**src/rtl/core/u8u16_pkg.sv**
```systemverilog
package u8u16_pkg;

  // code point and unit widths
  localparam int CpWidth   = 31;
  localparam int UnitWidth = 16;
  localparam int ByteWidth = 8;

  // default depth of the code point queue
  localparam int QueueDepth = 4;

  // lead byte classes by count of leading ones
  localparam logic [2:0] OnesAscii    = 3'd0;
  localparam logic [2:0] OnesLone     = 3'd1;
  localparam logic [2:0] OnesBadLead  = 3'd7;
  localparam logic [2:0] BadRunLength = 3'd6;

  // surrogate constants
  localparam logic [CpWidth-1:0]   SuppBase  = 31'h0001_0000;
  localparam logic [UnitWidth-1:0] HighSurr  = 16'hD800;
  localparam logic [5:0]           LowPrefix = 6'b110111;

  // one decoded code point waiting for the back end
  typedef struct packed {
    logic               pair;
    logic [CpWidth-1:0] cp;
  } cp_item_t;

endpackage

```
**src/rtl/core/u8u16_front.sv**
```systemverilog
module u8u16_front (
  input  logic                    clk,
  input  logic                    rst,
  input  logic                    push,
  input  logic [7:0]              in_byte,
  input  logic                    q_full,
  output logic                    q_push,
  output u8u16_pkg::cp_item_t     q_item
);
  import u8u16_pkg::*;

  logic [2:0]         bytes_left, bytes_left_next;
  logic [CpWidth-1:0] code_accum, code_accum_next;
  logic               bad_lead_run, bad_lead_run_next;

  logic               accept;
  logic [2:0]         lead_ones;
  logic [7:0]         lead_bits;
  logic [CpWidth-1:0] accum_shift;
  logic               emit;
  logic [CpWidth-1:0] emit_cp;

  assign accept = push & ~q_full;

  // count leading ones of a lead byte, bit 0 never checked
  always_comb begin
    priority casez (in_byte)
      8'b1111_111?: lead_ones = 3'd7;
      8'b1111_110?: lead_ones = 3'd6;
      8'b1111_10??: lead_ones = 3'd5;
      8'b1111_0???: lead_ones = 3'd4;
      8'b1110_????: lead_ones = 3'd3;
      8'b110?_????: lead_ones = 3'd2;
      8'b10??_????: lead_ones = 3'd1;
      default:      lead_ones = 3'd0;
    endcase
  end

  // payload bits of the lead byte and the shifted accumulator
  assign lead_bits   = in_byte & (8'hFF >> lead_ones);
  assign accum_shift = {code_accum[CpWidth-7:0], in_byte[5:0]};

  // decoder state update
  always_comb begin
    bytes_left_next   = bytes_left;
    code_accum_next   = code_accum;
    bad_lead_run_next = bad_lead_run;
    emit              = 1'b0;
    emit_cp           = '0;
    if (accept) begin
      if (in_byte == 8'd0) begin
        bytes_left_next   = '0;
        code_accum_next   = '0;
        bad_lead_run_next = 1'b0;
      end else if (bytes_left != 3'd0) begin
        bytes_left_next = bytes_left - 3'd1;
        if (!bad_lead_run) begin
          code_accum_next = accum_shift;
        end
        if (bytes_left == 3'd1) begin
          emit              = 1'b1;
          emit_cp           = bad_lead_run ? '0 : accum_shift;
          code_accum_next   = '0;
          bad_lead_run_next = 1'b0;
        end
      end else if (lead_ones == OnesBadLead) begin
        bad_lead_run_next = 1'b1;
        code_accum_next   = '0;
        bytes_left_next   = BadRunLength;
      end else if (lead_ones == OnesAscii || lead_ones == OnesLone) begin
        emit            = 1'b1;
        emit_cp         = {{(CpWidth-8){1'b0}}, lead_bits};
        code_accum_next = '0;
      end else begin
        code_accum_next   = {{(CpWidth-8){1'b0}}, lead_bits};
        bad_lead_run_next = 1'b0;
        bytes_left_next   = lead_ones - 3'd1;
      end
    end
  end

  always_ff @(posedge clk) begin
    if (rst) begin
      bytes_left   <= '0;
      code_accum   <= '0;
      bad_lead_run <= 1'b0;
    end else begin
      bytes_left   <= bytes_left_next;
      code_accum   <= code_accum_next;
      bad_lead_run <= bad_lead_run_next;
    end
  end

  // classify finished code point for the back end
  assign q_push       = emit;
  assign q_item.cp    = emit_cp;
  assign q_item.pair  = |emit_cp[CpWidth-1:UnitWidth];

endmodule

```
**src/rtl/core/u8u16_queue.sv**
```systemverilog
module u8u16_queue #(
  parameter int DEPTH = u8u16_pkg::QueueDepth
) (
  input  logic                clk,
  input  logic                rst,
  input  logic                wr_en,
  input  u8u16_pkg::cp_item_t wr_item,
  input  logic                rd_en,
  output u8u16_pkg::cp_item_t rd_item,
  output logic                full,
  output logic                empty
);
  import u8u16_pkg::*;

  localparam int AW = (DEPTH > 1) ? $clog2(DEPTH) : 1;
  localparam int CW = $clog2(DEPTH + 1);
  localparam logic [AW-1:0] LastIdx = AW'(DEPTH - 1);
  localparam logic [CW-1:0] FullCnt = CW'(DEPTH);

  cp_item_t        entries [DEPTH];
  logic [AW-1:0]   wr_ptr, rd_ptr;
  logic [CW-1:0]   count;
  logic            do_wr, do_rd;

  assign full    = (count == FullCnt);
  assign empty   = (count == '0);
  assign do_wr   = wr_en & ~full;
  assign do_rd   = rd_en & ~empty;
  assign rd_item = entries[rd_ptr];

  // entry storage
  always_ff @(posedge clk) begin
    if (do_wr) begin
      entries[wr_ptr] <= wr_item;
    end
  end

  // pointers and fill count
  always_ff @(posedge clk) begin
    if (rst) begin
      wr_ptr <= '0;
      rd_ptr <= '0;
      count  <= '0;
    end else begin
      if (do_wr) begin
        wr_ptr <= (wr_ptr == LastIdx) ? '0 : wr_ptr + AW'(1);
      end
      if (do_rd) begin
        rd_ptr <= (rd_ptr == LastIdx) ? '0 : rd_ptr + AW'(1);
      end
      if (do_wr && !do_rd) begin
        count <= count + CW'(1);
      end else if (do_rd && !do_wr) begin
        count <= count - CW'(1);
      end
    end
  end

endmodule

```
**src/rtl/core/u8u16_back.sv**
```systemverilog
module u8u16_back (
  input  logic                clk,
  input  logic                rst,
  input  u8u16_pkg::cp_item_t head,
  input  logic                head_empty,
  input  logic                pop,
  output logic                head_pop,
  output logic [15:0]         code_unit,
  output logic                last_unit
);
  import u8u16_pkg::*;

  logic               low_half;
  logic [CpWidth-1:0] supp_off;
  logic               word_taken;

  // surrogate offset above the basic plane
  assign supp_off = head.cp - SuppBase;

  // unit shown for the head code point
  always_comb begin
    if (!head.pair) begin
      code_unit = head.cp[UnitWidth-1:0];
      last_unit = 1'b1;
    end else if (!low_half) begin
      code_unit = supp_off[UnitWidth+9:10] | HighSurr;
      last_unit = 1'b0;
    end else begin
      code_unit = {LowPrefix, head.cp[9:0]};
      last_unit = 1'b1;
    end
  end

  assign word_taken = pop & ~head_empty;
  assign head_pop   = word_taken & last_unit;

  // half tracker for surrogate pairs
  always_ff @(posedge clk) begin
    if (rst) begin
      low_half <= 1'b0;
    end else if (word_taken) begin
      low_half <= ~last_unit;
    end
  end

endmodule

```
**src/rtl/core/utf8_to_utf16_converter.sv**
```systemverilog
// channel   | handshake         | payload
// input     | push / full       | in_byte[7:0]
// result    | pop / empty       | code_unit[15:0], last_unit
//
// one byte is accepted per cycle while the code point queue has room.
// a code point above 0xFFFF leaves as two words over two pops, but it takes
// at least four bytes, so the result side keeps pace with one byte per cycle.
// a decoded code point is registered in the code point queue before its result words show.
// rst is synchronous and clears decoder state, queue and pair tracker.
// stalls on the result side fill the queue, then full rises.
module utf8_to_utf16_converter #(
  parameter int QUEUE_DEPTH = u8u16_pkg::QueueDepth
) (
  input  logic        clk,
  input  logic        rst,
  input  logic        push,
  input  logic [7:0]  in_byte,
  output logic        full,
  output logic        empty,
  input  logic        pop,
  output logic [15:0] code_unit,
  output logic        last_unit
);
  import u8u16_pkg::*;

  logic     q_push;
  cp_item_t q_item;
  cp_item_t head;
  logic     head_pop;

  // byte decoder
  u8u16_front u_front (
    .clk     (clk),
    .rst     (rst),
    .push    (push),
    .in_byte (in_byte),
    .q_full  (full),
    .q_push  (q_push),
    .q_item  (q_item)
  );

  // code point queue
  u8u16_queue #(
    .DEPTH (QUEUE_DEPTH)
  ) u_queue (
    .clk     (clk),
    .rst     (rst),
    .wr_en   (q_push),
    .wr_item (q_item),
    .rd_en   (head_pop),
    .rd_item (head),
    .full    (full),
    .empty   (empty)
  );

  // unit emitter
  u8u16_back u_back (
    .clk        (clk),
    .rst        (rst),
    .head       (head),
    .head_empty (empty),
    .pop        (pop),
    .head_pop   (head_pop),
    .code_unit  (code_unit),
    .last_unit  (last_unit)
  );

  // high surrogate taken, low surrogate must follow
  a_pair_follows: assert property (@(posedge clk) disable iff (rst)
    (pop && !empty && !last_unit) |=> (!empty && last_unit))
    else $error("low surrogate missing after high surrogate");

  // a zero byte never yields a code point
  a_zero_silent: assert property (@(posedge clk) disable iff (rst)
    (push && !full && in_byte == 8'd0) |-> !q_push)
    else $error("zero byte produced a code point");

  // queue empty right after reset
  a_reset_empty: assert property (@(posedge clk)
    rst |=> empty)
    else $error("queue not empty after reset");

endmodule

```
**config.mk**
```make
export PLATFORM = sky130hd
export DESIGN_NAME = utf8_to_utf16_converter
export DESIGN_NICKNAME = d
export VERILOG_FILES = /design/src/rtl/core/u8u16_pkg.sv /design/src/rtl/core/u8u16_front.sv /design/src/rtl/core/u8u16_queue.sv /design/src/rtl/core/u8u16_back.sv /design/src/rtl/core/utf8_to_utf16_converter.sv
export SDC_FILE = /design/constraint.sdc
export NUM_CORES = 1
export LEC_CHECK = 0
export BUFFER_PORTS_ARGS = -buffer_cell sky130_fd_sc_hd__clkbuf_2
export CAP_MARGIN = 5
export CORE_MARGIN = 1
export CORE_UTILIZATION = 31
export CTS_BUF_LIST = sky130_fd_sc_hd__clkbuf_8
export DETAILED_ROUTE_END_ITERATION = 12
export GPL_TIMING_DRIVEN = 0
export SLEW_MARGIN = 40
export SYNTH_ARGS = -nofsm -noshare
export SYNTH_HDL_FRONTEND = slang
export SYNTH_SLANG_ARGS = --single-unit
export TNS_END_PERCENT = 10
```
**constraint.sdc**
```tcl
create_clock -name clk -period 6 [get_ports clk]
set_clock_uncertainty 0.2 [all_clocks]
set_input_delay 1.2 -clock clk [delete_from_list [all_inputs] [get_ports clk]]
set_output_delay 1.2 -clock clk [all_outputs]
set_load 0.02 [all_outputs]
```
==> results of run 1 <==
==> metrics by stage <==
step	hold WS, ns	util	instances	total power (uW)
after CTS	0.272	0.363	783	3170
after global routing	0.304	0.363	783	3320
after detailed placement	0.261	0.340	751	2350
after global placement	0.243	0.340	751	2330
final	0.270	0.363	783	3150
after floorplan	0.232	-	459	2040
==> cell usage in the layout (no fill, tap or decap), types with 3 or more instances in the layout <==
master / Yosys / layout
a21oi_1: 31 / 31
and2_1: 4 / 4
and2_2: 5 / 5
and3_1: 19 / 19
buf_2: 10 / 10
bufinv_16: 0 / 4
clkbuf_1: 11 / 11
clkbuf_2: 0 / 27
clkbuf_8: 0 / 17
clkinv_4: 0 / 4
dfxtp_1: 39 / 39
edfxtp_1: 100 / 100
ha_1: 15 / 15
inv_1: 20 / 21
mux2_2: 6 / 6
mux2i_1: 5 / 5
mux4_2: 23 / 23
nand2_1: 30 / 30
nand3_1: 13 / 13
nand4_1: 4 / 4
nor2_1: 31 / 31
nor3_1: 4 / 4
nor4_1: 10 / 10
nor4b_1: 6 / 6
o2111ai_1: 3 / 3
o21ai_0: 12 / 12
or2_2: 4 / 4
xor2_1: 4 / 4
==> state kept, by name, summed over array words and instances, names as in the netlist, named ones only <==
name / cells
u_queue.wr_ptr: 2
u_back.low_half: 1
u_queue.rd_ptr: 2
u_queue.entries: 100
u_front.bytes_left: 3
u_queue.count: 3
u_front.code_accum: 25
u_front.bad_lead_run: 1
==> critical path: stages <==
cell and delay [ns]:
clkbuf_1 0.30, a21boi_0 0.34, nor2_1 0.15, inv_1 0.11, ha_1 0.22, nor2_1 0.12
o21ai_0 0.21, and3_1 0.25, buf_6 0.14, ha_1 0.17, inv_1 0.07, fa_1 0.42
xor2_1 0.18, or3_1 0.31, a21oi_1 0.14
==> power breakdown <==
part | leakage, uW | switching [uW] | internal [uW]
registers | 0.00127 | 54.3 | 1190
logic | 0.000992 | 669 | 418
clock network | 0.000218 | 366 | 453
==> layout make-up <==
type                            instances  area (sq um)  area share
Inverter                               20          75.1      0.0107
Clock inverter                         15           199      0.0283
Tap cell                              265           332      0.0471
Multi-Input combinational cell        274          2150       0.305
Timing Repair Buffer                   27           135      0.0192
Buffer                                 26           129      0.0183
Clock buffer                           17           234      0.0333
Sequential cell                       139          3780       0.538
==> final timing paths <==
kind / from / to / slack (ns) / depth (start not counted)
worst min register to register: u_front.code_accum[21]$_SDFFE_PP0P_ / u_front.code_accum[21]$_SDFFE_PP0P_ / 0.27 / 2
worst max register to register: flip-flop / u_queue.count[2]$_SDFFE_PP0P_ / 2.78 / 12
worst min-delay path: u_front.code_accum[21]$_SDFFE_PP0P_ / u_front.code_accum[21]$_SDFFE_PP0P_ / 0.27 / 2
worst max-delay path: in_byte[6] / u_queue.count[2]$_SDFFE_PP0P_ / 1.84 / 15
==> metal layers <==
| metal | GRT usage | vias to the layer above | share of wire |
|---|---|---|---|
| met2 | 0.237 | 92 | 0.48 |
| li1 | - | 1839 | - |
| met5 | 0 | - | 0 |
| met1 | 0.170 | 1899 | 0.47 |
| met3 | 0.0349 | 19 | 0.040 |
| met4 | 0.0504 | 0 | 0.012 |
==> cells by family (layout without fill, tap and decap cells) <==
logic type                 Yosys count  in the layout  share of synthesized area
AOI/OAI and AO/OA                   75             75                     0.0785
xor gates and xnor gates             6              6                    0.00857
adders and majority gates           16             16                     0.0339
buffers and inverters               46            105                     0.0333
DFF                                139            139                      0.617
muxes                               34             34                      0.104
and+or+nand+nor                    143            143                      0.125
==> synthesized netlist by cell type, types with 3 or more instances <==
cell	instances	area, sq um
xor2_1	4	35.0
and2_1	4	25.0
clkbuf_1	11	41.3
ha_1	15	188
o21ai_0	12	60.1
nand2_1	30	113
or2_2	4	25.0
a21oi_1	31	155
mux4_2	23	518
mux2i_1	5	50.1
dfxtp_1	39	781
nor3_1	4	20.0
o2111ai_1	3	26.3
inv_1	20	75.1
mux2_2	6	67.6
and3_1	19	119
nand3_1	13	65.1
edfxtp_1	100	3000
nand4_1	4	25.0
nor2_1	31	116
nor4b_1	6	52.6
buf_2	10	50.1
nor4_1	10	62.6
and2_2	5	37.5
==> impl_metrics.toml, run 1 <==
[timing]
rsz0062_at_grt = "no"
slew_headroom = 0.523
finalSetupTns_ns = 0
finalSetupViolCount = 0
hold_viol_final = 0
fin_ws_ns = 1.84
final-max-slew-violation-count = 0
min_period_ns = 4.16
fin_crit_sh = 0.694
worst_pin_slew_ns = 0.715
max_freq_ghz = 0.240

[die]
ios = 31
die_x_um = 143
die_y_um = 143
core_sq_um = 19400
row_count = 51
dieArea_sq_um = 20400
initial_utilization = 0.316

[clock_network]
cts_hold_buf = 0
htreeDepth = 4
clock_sinks = 139
cts_tree = "yes"
clockBufferDepth = 2
clk_pin_slew_ns = 0.08
root_buffer = "clkbuf_8"
clk_latency_ns = 0.44
cts_setup_buffers = 0
cts_resized = 0
cts_buffers = 17

[cells_and_area]
layout.nets = 533
diodes = 0
fin_area_sq_um = 7030
nFillCells = 1888
drive_gt1_frac = 0.232
area_growth_pct = 14.7

[yosys]
synth-edff-count = 100
synth_area_sq_um = 6130
synth_warnings = 0
syn-mean-instance-area_sq_um = 13.4
ys_types = 59
synthArstFlopShare = 0
synth_cells = 459
ys_ff_latch = 139
synth_flop_cell = "edfxtp_1"
synth_nets = 487
ys_seq_area_frac = 0.617

[global_routing]
antenna_found_initial = 0
grt_max_degree = 26
grt_pass1_wl_um = 21000
grt.total_usage = 0.139
grt_pass1_vias = 3936
globalRouteOverflowTotal = 0

[place]
gp_congestion = 0.859
place_ws_ns = 1.37
post_dp_cell_area_sq_um = 6600
hpwl_um = 9240
port_buffers = 27

[drt]
drt_iter0_drc = 320
routed_wl_um = 13200
firstDrtPassIters = 6
viasPerCell = 4.92
vias = 3849
wl_per_cell_um = 16.9
antenna_left = 0
drc = 0

[power]
pwr_density_cell_nw_per_um2 = 447
vdd_drop_max_v = 0.000155
p_leak_uw = 0.00248

[critical_path]
worst_ep_arrival_time_ns = 4.33
crit_path_end_kind = "flip-flop"
cp.required_ns = 6.17
criticalPathCategory = "in2reg"
cp_max_fo = 9
cp-start-kind = "input port"

[hold_path]
hp-class = "reg2reg"

[job]
drv_cap = 0

[run_status]
status = "finished, final reports clean"
No activity file was read; power rests on OpenSTA's default activity.
==> inputs of run 2 (changes only) <==
--- a/config.mk
+++ b/config.mk
@@ -5,6 +5,7 @@
 export SDC_FILE = /design/constraint.sdc
 export NUM_CORES = 1
 export LEC_CHECK = 0
+export ABC_AREA = 1
 export BUFFER_PORTS_ARGS = -buffer_cell sky130_fd_sc_hd__clkbuf_2
 export CAP_MARGIN = 5
 export CORE_MARGIN = 1
==> constraint.sdc (replaced) <==
create_clock -name clk -period 3.6 [get_ports clk]
set_clock_uncertainty 0.2 [all_clocks]
set_input_delay 0.72 -clock clk [delete_from_list [all_inputs] [get_ports clk]]
set_output_delay 0.72 -clock clk [all_outputs]
set_load 0.02 [all_outputs]
==> run 2 against run 1 <==
  * Combinational power is 140% higher
  * Wire length increased by 17%
  * Non-clock buffer count increased by 10
  * Register-to-register slack worse by 1.9 ns
  * Global-route usage grew 1.2 points
  * Sequential share of layout area decreased by 3.8 points
  * Clock power up 55%
  * Worst setup slack worse by 1.6 ns
  * Worst hold slack lost 0.0011 ns
  * Largest cell class unchanged
  * Design area is 7.7% higher
  * Core utilization is 0.81 points higher
  * Power increased by 91%
==> impl_metrics.toml, run 2 <==
[yosys]
yosys.area_share.simple = 0.199
synthArstFlopShare = 0
yosysMostFrequentCell = "nand2_1"
synth_top_family_by_area = "simple AND/OR/NAND/NOR gates"
ys_top_cells_by_count = "114 x nand2_1, 100 x edfxtp_1, 99 x nor2_1"
synth_area_sq_um = 6520
ys_types = 42
synth_compound_area_frac = 0.116
synth_flop_cell = "edfxtp_1"
ys_ff_latch = 139
synth_top_cell_area_share = 0.460
ys_seq_area_frac = 0.580
synth_xor_area_frac = 0.00403
synth_area_leaders = "edfxtp_1 46%, dfxtp_1 12%, nand2_1 6.6%"
synth_mux_area_frac = 0
syn-mean-instance-area_sq_um = 9.55
synth_cells = 683
synth_area_leader_cell = "edfxtp_1"
synth_nets = 711
synthAdderAreaFrac = 0.0318
synth_warnings = 0
synth-edff-count = 100

[global_routing]
grt_max_degree = 17
grt_pass1_wl_um = 25200
grt_pass1_vias = 4705
antenna_found_initial = 1
grt.total_usage = 0.151
globalRouteOverflowTotal = 0

[drt]
vias = 4823
antenna_left = 0
routed_wl_um = 15500
drc = 0
drt_iter0_drc = 294
firstDrtPassIters = 6
viasPerCell = 4.73
wl_per_cell_um = 15.2

[power]
pwr-share-comb = 0.440
power_frac_clock = 0.212
p_seq_frac = 0.348
swShare = 0.426
p_total_uw = 6000
p_int_uw = 3440
p_switching_uw = 2560
pwr_density_cell_nw_per_um2 = 792
vdd_drop_max_v = 0.000266
p_leak_uw = 0.00302

[place]
gp_congestion = 0.816
hpwl_um = 11100
dp_cells = 986
place_ws_ns = -0.370
port_buffers = 29

[cells_and_area]
finish.cell_count_without_fillers = 1020
regMostFlops = "u_queue.entries"
largest_register_ff_count = 100
drive_gt1_frac = 0.176
largest_registers = "u_queue.entries x100, u_front.code_accum x25"
area_growth_pct = 16.1
layout_commonest_cell = "nand2_1"
layout.nets = 765
diodes = 0
mostFrequentLayoutCells = "114 x nand2_1, 100 x edfxtp_1, 95 x nor2_1"

[clock_network]
htreeDepth = 4
cts_tree = "yes"
clk_pin_slew_ns = 0.08
clock_sinks = 139
root_buffer = "clkbuf_8"
clockBufferDepth = 2
cts_buffers = 17
clk_latency_ns = 0.44

[timing]
final-max-slew-violation-count = 0
fin_ws_ns = 0.223
holdWs_ns = 0.269
fin_crit_sh = 0.938
hold_viol_final = 0
rsz0062_at_grt = "no"
finalSetupTns_ns = 0
slew_headroom = 0.515
max_freq_ghz = 0.296
finalSetupViolCount = 0
worst_pin_slew_ns = 0.721
min_period_ns = 3.38

[die]
core_sq_um = 20400
ios = 31
die_y_um = 147
die_x_um = 147
initial_utilization = 0.319
row_count = 52
dieArea_sq_um = 21600

[critical_path]
cp-start-kind = "flip-flop"
criticalPathCategory = "reg2out"
cp_max_fo = 10
cp.required_ns = 2.68
worst_ep_arrival_time_ns = 2.46
crit_path_end_kind = "primary output"

[hold_path]
hp-class = "reg2reg"

[job]
drv_cap = 0

[run_status]
status = "finished, final reports clean"
[run 2: worst paths after layout]
path / startpoint / cells past startpoint / slack, ns / to
min reg2reg: u_front.code_accum[5]$_SDFFE_PP0P_ / 2 / 0.27 / u_front.code_accum[5]$_SDFFE_PP0P_
min: u_front.code_accum[5]$_SDFFE_PP0P_ / 2 / 0.27 / u_front.code_accum[5]$_SDFFE_PP0P_
max: flip-flop / 9 / 0.22 / code_unit[7]
max reg2reg: u_front.bytes_left[0]$_SDFFE_PP0P_ / 14 / 0.84 / u_queue.count[2]$_SDFFE_PP0P_
[run 2: cell type report]
type	instances	area, sq um
fillers	2081	12900
flip-flops and latches	139	3780
multi-input cells	440	2330
well taps	270	338
inverters	76	288
repair buffers	35	270
clock buffers	17	234
plain buffers	28	166
clock inverters	15	164
[run 2: worst max-delay path, cell delays in order (launching register included)]
cell      delay, ns
dfxtp_1        0.32
buf_2          0.20
nand3_1        0.15
nand3b_2       0.26
inv_1          0.33
buf_2          0.31
nand2_1        0.12
o21ai_0        0.12
inv_1          0.06
clkbuf_2       0.15
[run 2: per-layer routing]
| layer | share of wire | wire length [um] | vias to the layer above | track usage |
|---|---|---|---|---|
| li1 | - | - | 2425 | - |
| met1 | 0.48 | 7430 | 2262 | 0.205 |
| met2 | 0.46 | 7150 | 117 | 0.243 |
| met3 | 0.046 | 709 | 17 | 0.0351 |
| met4 | 0.011 | 174 | 2 | 0.0376 |
| met5 | 0.00084 | 13 | - | 0 |
[run 2: timing repair]
item                       CTS  global route
buffers inserted             0             2
hold buffers                 0             0
setup endpoints to repair    0             1
resized for setup            0             2
[run 2: power groups by stage]
stage,Combinational [uW],Sequential (uW),Clock [uW]
3_3_place_gp,2530,2130,0
6_report,2640,2080,1270
2_1_floorplan,1760,2110,0
4_1_cts,2640,2080,1290
5_1_grt,2940,2110,1360
3_5_place_dp,2630,2120,0
[run 2: cells by family after synthesis]
family	Yosys count
adder cells (fa/ha/maj)	16
AO/OA/AOI/OAI	130
AND/OR/NAND/NOR	291
buffers and inverters	104
XOR/XNOR	3
flip-flops	139
[run 2: stage by stage]
stage,instance area [sq um],utilization
6_report,7570,0.371
5_1_grt,7570,0.371
4_1_cts,7540,0.369
3_5_place_dp,7150,0.350
3_3_place_gp,7010,0.343
2_1_floorplan,6520,-
==> inputs of run 3 (changes only) <==
--- a/config.mk
+++ b/config.mk
@@ -13,6 +13,7 @@
 export CTS_BUF_LIST = sky130_fd_sc_hd__clkbuf_8
 export DETAILED_ROUTE_END_ITERATION = 12
 export GPL_TIMING_DRIVEN = 0
+export PLACE_DENSITY = 0.48
 export SLEW_MARGIN = 40
 export SYNTH_ARGS = -nofsm -noshare
 export SYNTH_HDL_FRONTEND = slang
==> run 3 against run 2 <==
  * Core utilization down 0.22 points
  * Fmax is 1.2% higher
  * Final cell count barely moved
  * Power decreased by 0.66%
  * Register-to-register slack got worse by 0.02 ns
  * Critical path type unchanged
  * Non-clock buffer count down 1
  * Critical endpoint is now code_unit[9]
  * Combinational power is essentially flat
  * Highest routed layer is now met4
  * First-iteration DRC count up 0.34%
  * Sequential share of layout area rose by 0.30 points
==> impl_metrics.toml, run 3 (synthesis gave the netlist of run 2 again) <==
[drt]
drc = 0
drt_iter0_drc = 295
vias = 4855
antenna_left = 0
routed_wl_um = 16300
viasPerCell = 4.76
wl_per_cell_um = 16.0
firstDrtPassIters = 5

[global_routing]
globalRouteOverflowTotal = 0
grt.total_usage = 0.158
grt_max_degree = 17
grt_pass1_vias = 4849
grt_pass1_wl_um = 26100
antenna_found_initial = 0

[cells_and_area]
layout_commonest_cell = "nand2_1"
mostFrequentLayoutCells = "114 x nand2_1, 100 x edfxtp_1, 95 x nor2_1"
finish.cell_count_without_fillers = 1019
area_growth_pct = 15.4
diodes = 0
largest_register_ff_count = 100
regMostFlops = "u_queue.entries"
layout.nets = 764
largest_registers = "u_queue.entries x100, u_front.code_accum x25"
drive_gt1_frac = 0.172
nFillCells = 2080

[clock_network]
root_buffer = "clkbuf_8"
clockBufferDepth = 2
clock_sinks = 139
cts_buffers = 17
htreeDepth = 4
cts_hold_buf = 0
clk_pin_slew_ns = 0.08
cts_tree = "yes"
clk_latency_ns = 0.44

[power]
p_total_uw = 5960
vdd_drop_max_v = 0.000330
pwr_density_cell_nw_per_um2 = 791
p_leak_uw = 0.00301

[die]
initial_utilization = 0.319
die_y_um = 147
dieArea_sq_um = 21600
die_x_um = 147
row_count = 52
core_sq_um = 20400
ios = 31

[job]
drv_cap = 0

[place]
port_buffers = 29
hpwl_um = 11800
gp_congestion = 0.801
dp_cells = 986

[critical_path]
reg2reg_from = "u_front.bytes_left[0]$_SDFFE_PP0P_"
crit_path_end_kind = "primary output"
reg2reg_depth = 14
rrSetupSlack_ns = 0.82
criticalPathCategory = "reg2out"
cp_max_fo = 10
worst_ep_arrival_time_ns = 2.42
cp-start-kind = "flip-flop"
crit_end = "code_unit[9]"
reg2reg_to = "u_queue.count[2]$_SDFFE_PP0P_"
cp.required_ns = 2.68

[timing]
min_period_ns = 3.34
worst_pin_slew_ns = 0.695
finalSetupViolCount = 0
holdWs_ns = 0.265
fin_crit_sh = 0.927
slew_headroom = 0.533
final-max-slew-violation-count = 0
max_freq_ghz = 0.300
rsz0062_at_grt = "no"
hold_viol_final = 0

[hold_path]
hp-class = "reg2reg"

[run_status]
status = "finished, final reports clean"
## run 3: changes by cell type in the layout (fill, tap and decap cells not counted), sizes merged
cell	previous run	this run
clkinv	4	7
buf	29	28
inv	83	80
## run 3: metal layers
metal / up-vias / track usage / wire length, um
met4: 0 / 0.0371 / 117
met3: 12 / 0.0323 / 558
li1: 2418 / - / -
met1: 2344 / 0.213 / 7910
met2: 81 / 0.262 / 7750
met5: - / 0 / 0
## run 3: cell type report
type | count | area, sq um | area share
buffer | 28 | 166 | 0.0221
clock buffer | 17 | 234 | 0.0311
clock inverter | 15 | 151 | 0.0201
inverter | 76 | 288 | 0.0382
multi-input combinational | 440 | 2330 | 0.309
sequential | 139 | 3780 | 0.503
tap | 270 | 338 | 0.0449
timing repair buffer | 34 | 238 | 0.0316
## run 3: what timing repair did
item / 4_1_cts / 5_1_grt
endpoints found under the setup margin: 0 / 1
gates resized for setup: 0 / 2
buffers inserted: 0 / 1
## run 3: report_power, final
| group | internal, uW | switching (uW) | total (uW) |
|---|---|---|---|
| Clock | 614 | 615 | 1230 |
| Sequential | 2000 | 94.0 | 2090 |
| Combinational | 798 | 1840 | 2640 |
| Total | 3410 | 2550 | 5960 |
## run 3: worst min-delay path by stage
stage                                  startpoint                                  to  slack (ns)  cells after the start
2_1_floorplan  u_front.bytes_left[1]$_SDFFE_PP0P_  u_front.bytes_left[1]$_SDFFE_PP0P_        0.24                      2
3_3_place_gp   u_front.bytes_left[1]$_SDFFE_PP0P_  u_front.bytes_left[1]$_SDFFE_PP0P_        0.25                      2
3_5_place_dp   u_front.code_accum[4]$_SDFFE_PP0P_  u_front.code_accum[4]$_SDFFE_PP0P_        0.26                      2
4_1_cts        u_front.bytes_left[1]$_SDFFE_PP0P_  u_front.bytes_left[1]$_SDFFE_PP0P_        0.27                      2
5_1_grt        u_front.bytes_left[1]$_SDFFE_PP0P_  u_front.bytes_left[1]$_SDFFE_PP0P_        0.28                      2
6_report       u_front.bytes_left[1]$_SDFFE_PP0P_  u_front.bytes_left[1]$_SDFFE_PP0P_        0.26                      2
## run 3: critical path, stage by stage (launching register included)
cell      delay [ns]
dfxtp_1         0.34
buf_2           0.26
nand3_1         0.16
nand3b_2        0.28
inv_1           0.22
buf_2           0.24
o21ai_0         0.26
clkbuf_2        0.22
## run 3: per-stage QoR
stage                     worst slack [ns]  setup TNS (ns)  utilization  instance area (sq um)
after floorplan                    -0.0472           -4.72            -                   6520
after global placement               -1.56         -148.77        0.343                   7010
after detailed placement            -0.433           -5.80        0.349                   7120
after CTS                           0.0404               0        0.367                   7510
after global routing                0.0139               0        0.368                   7530
final                                0.262               0        0.368                   7530
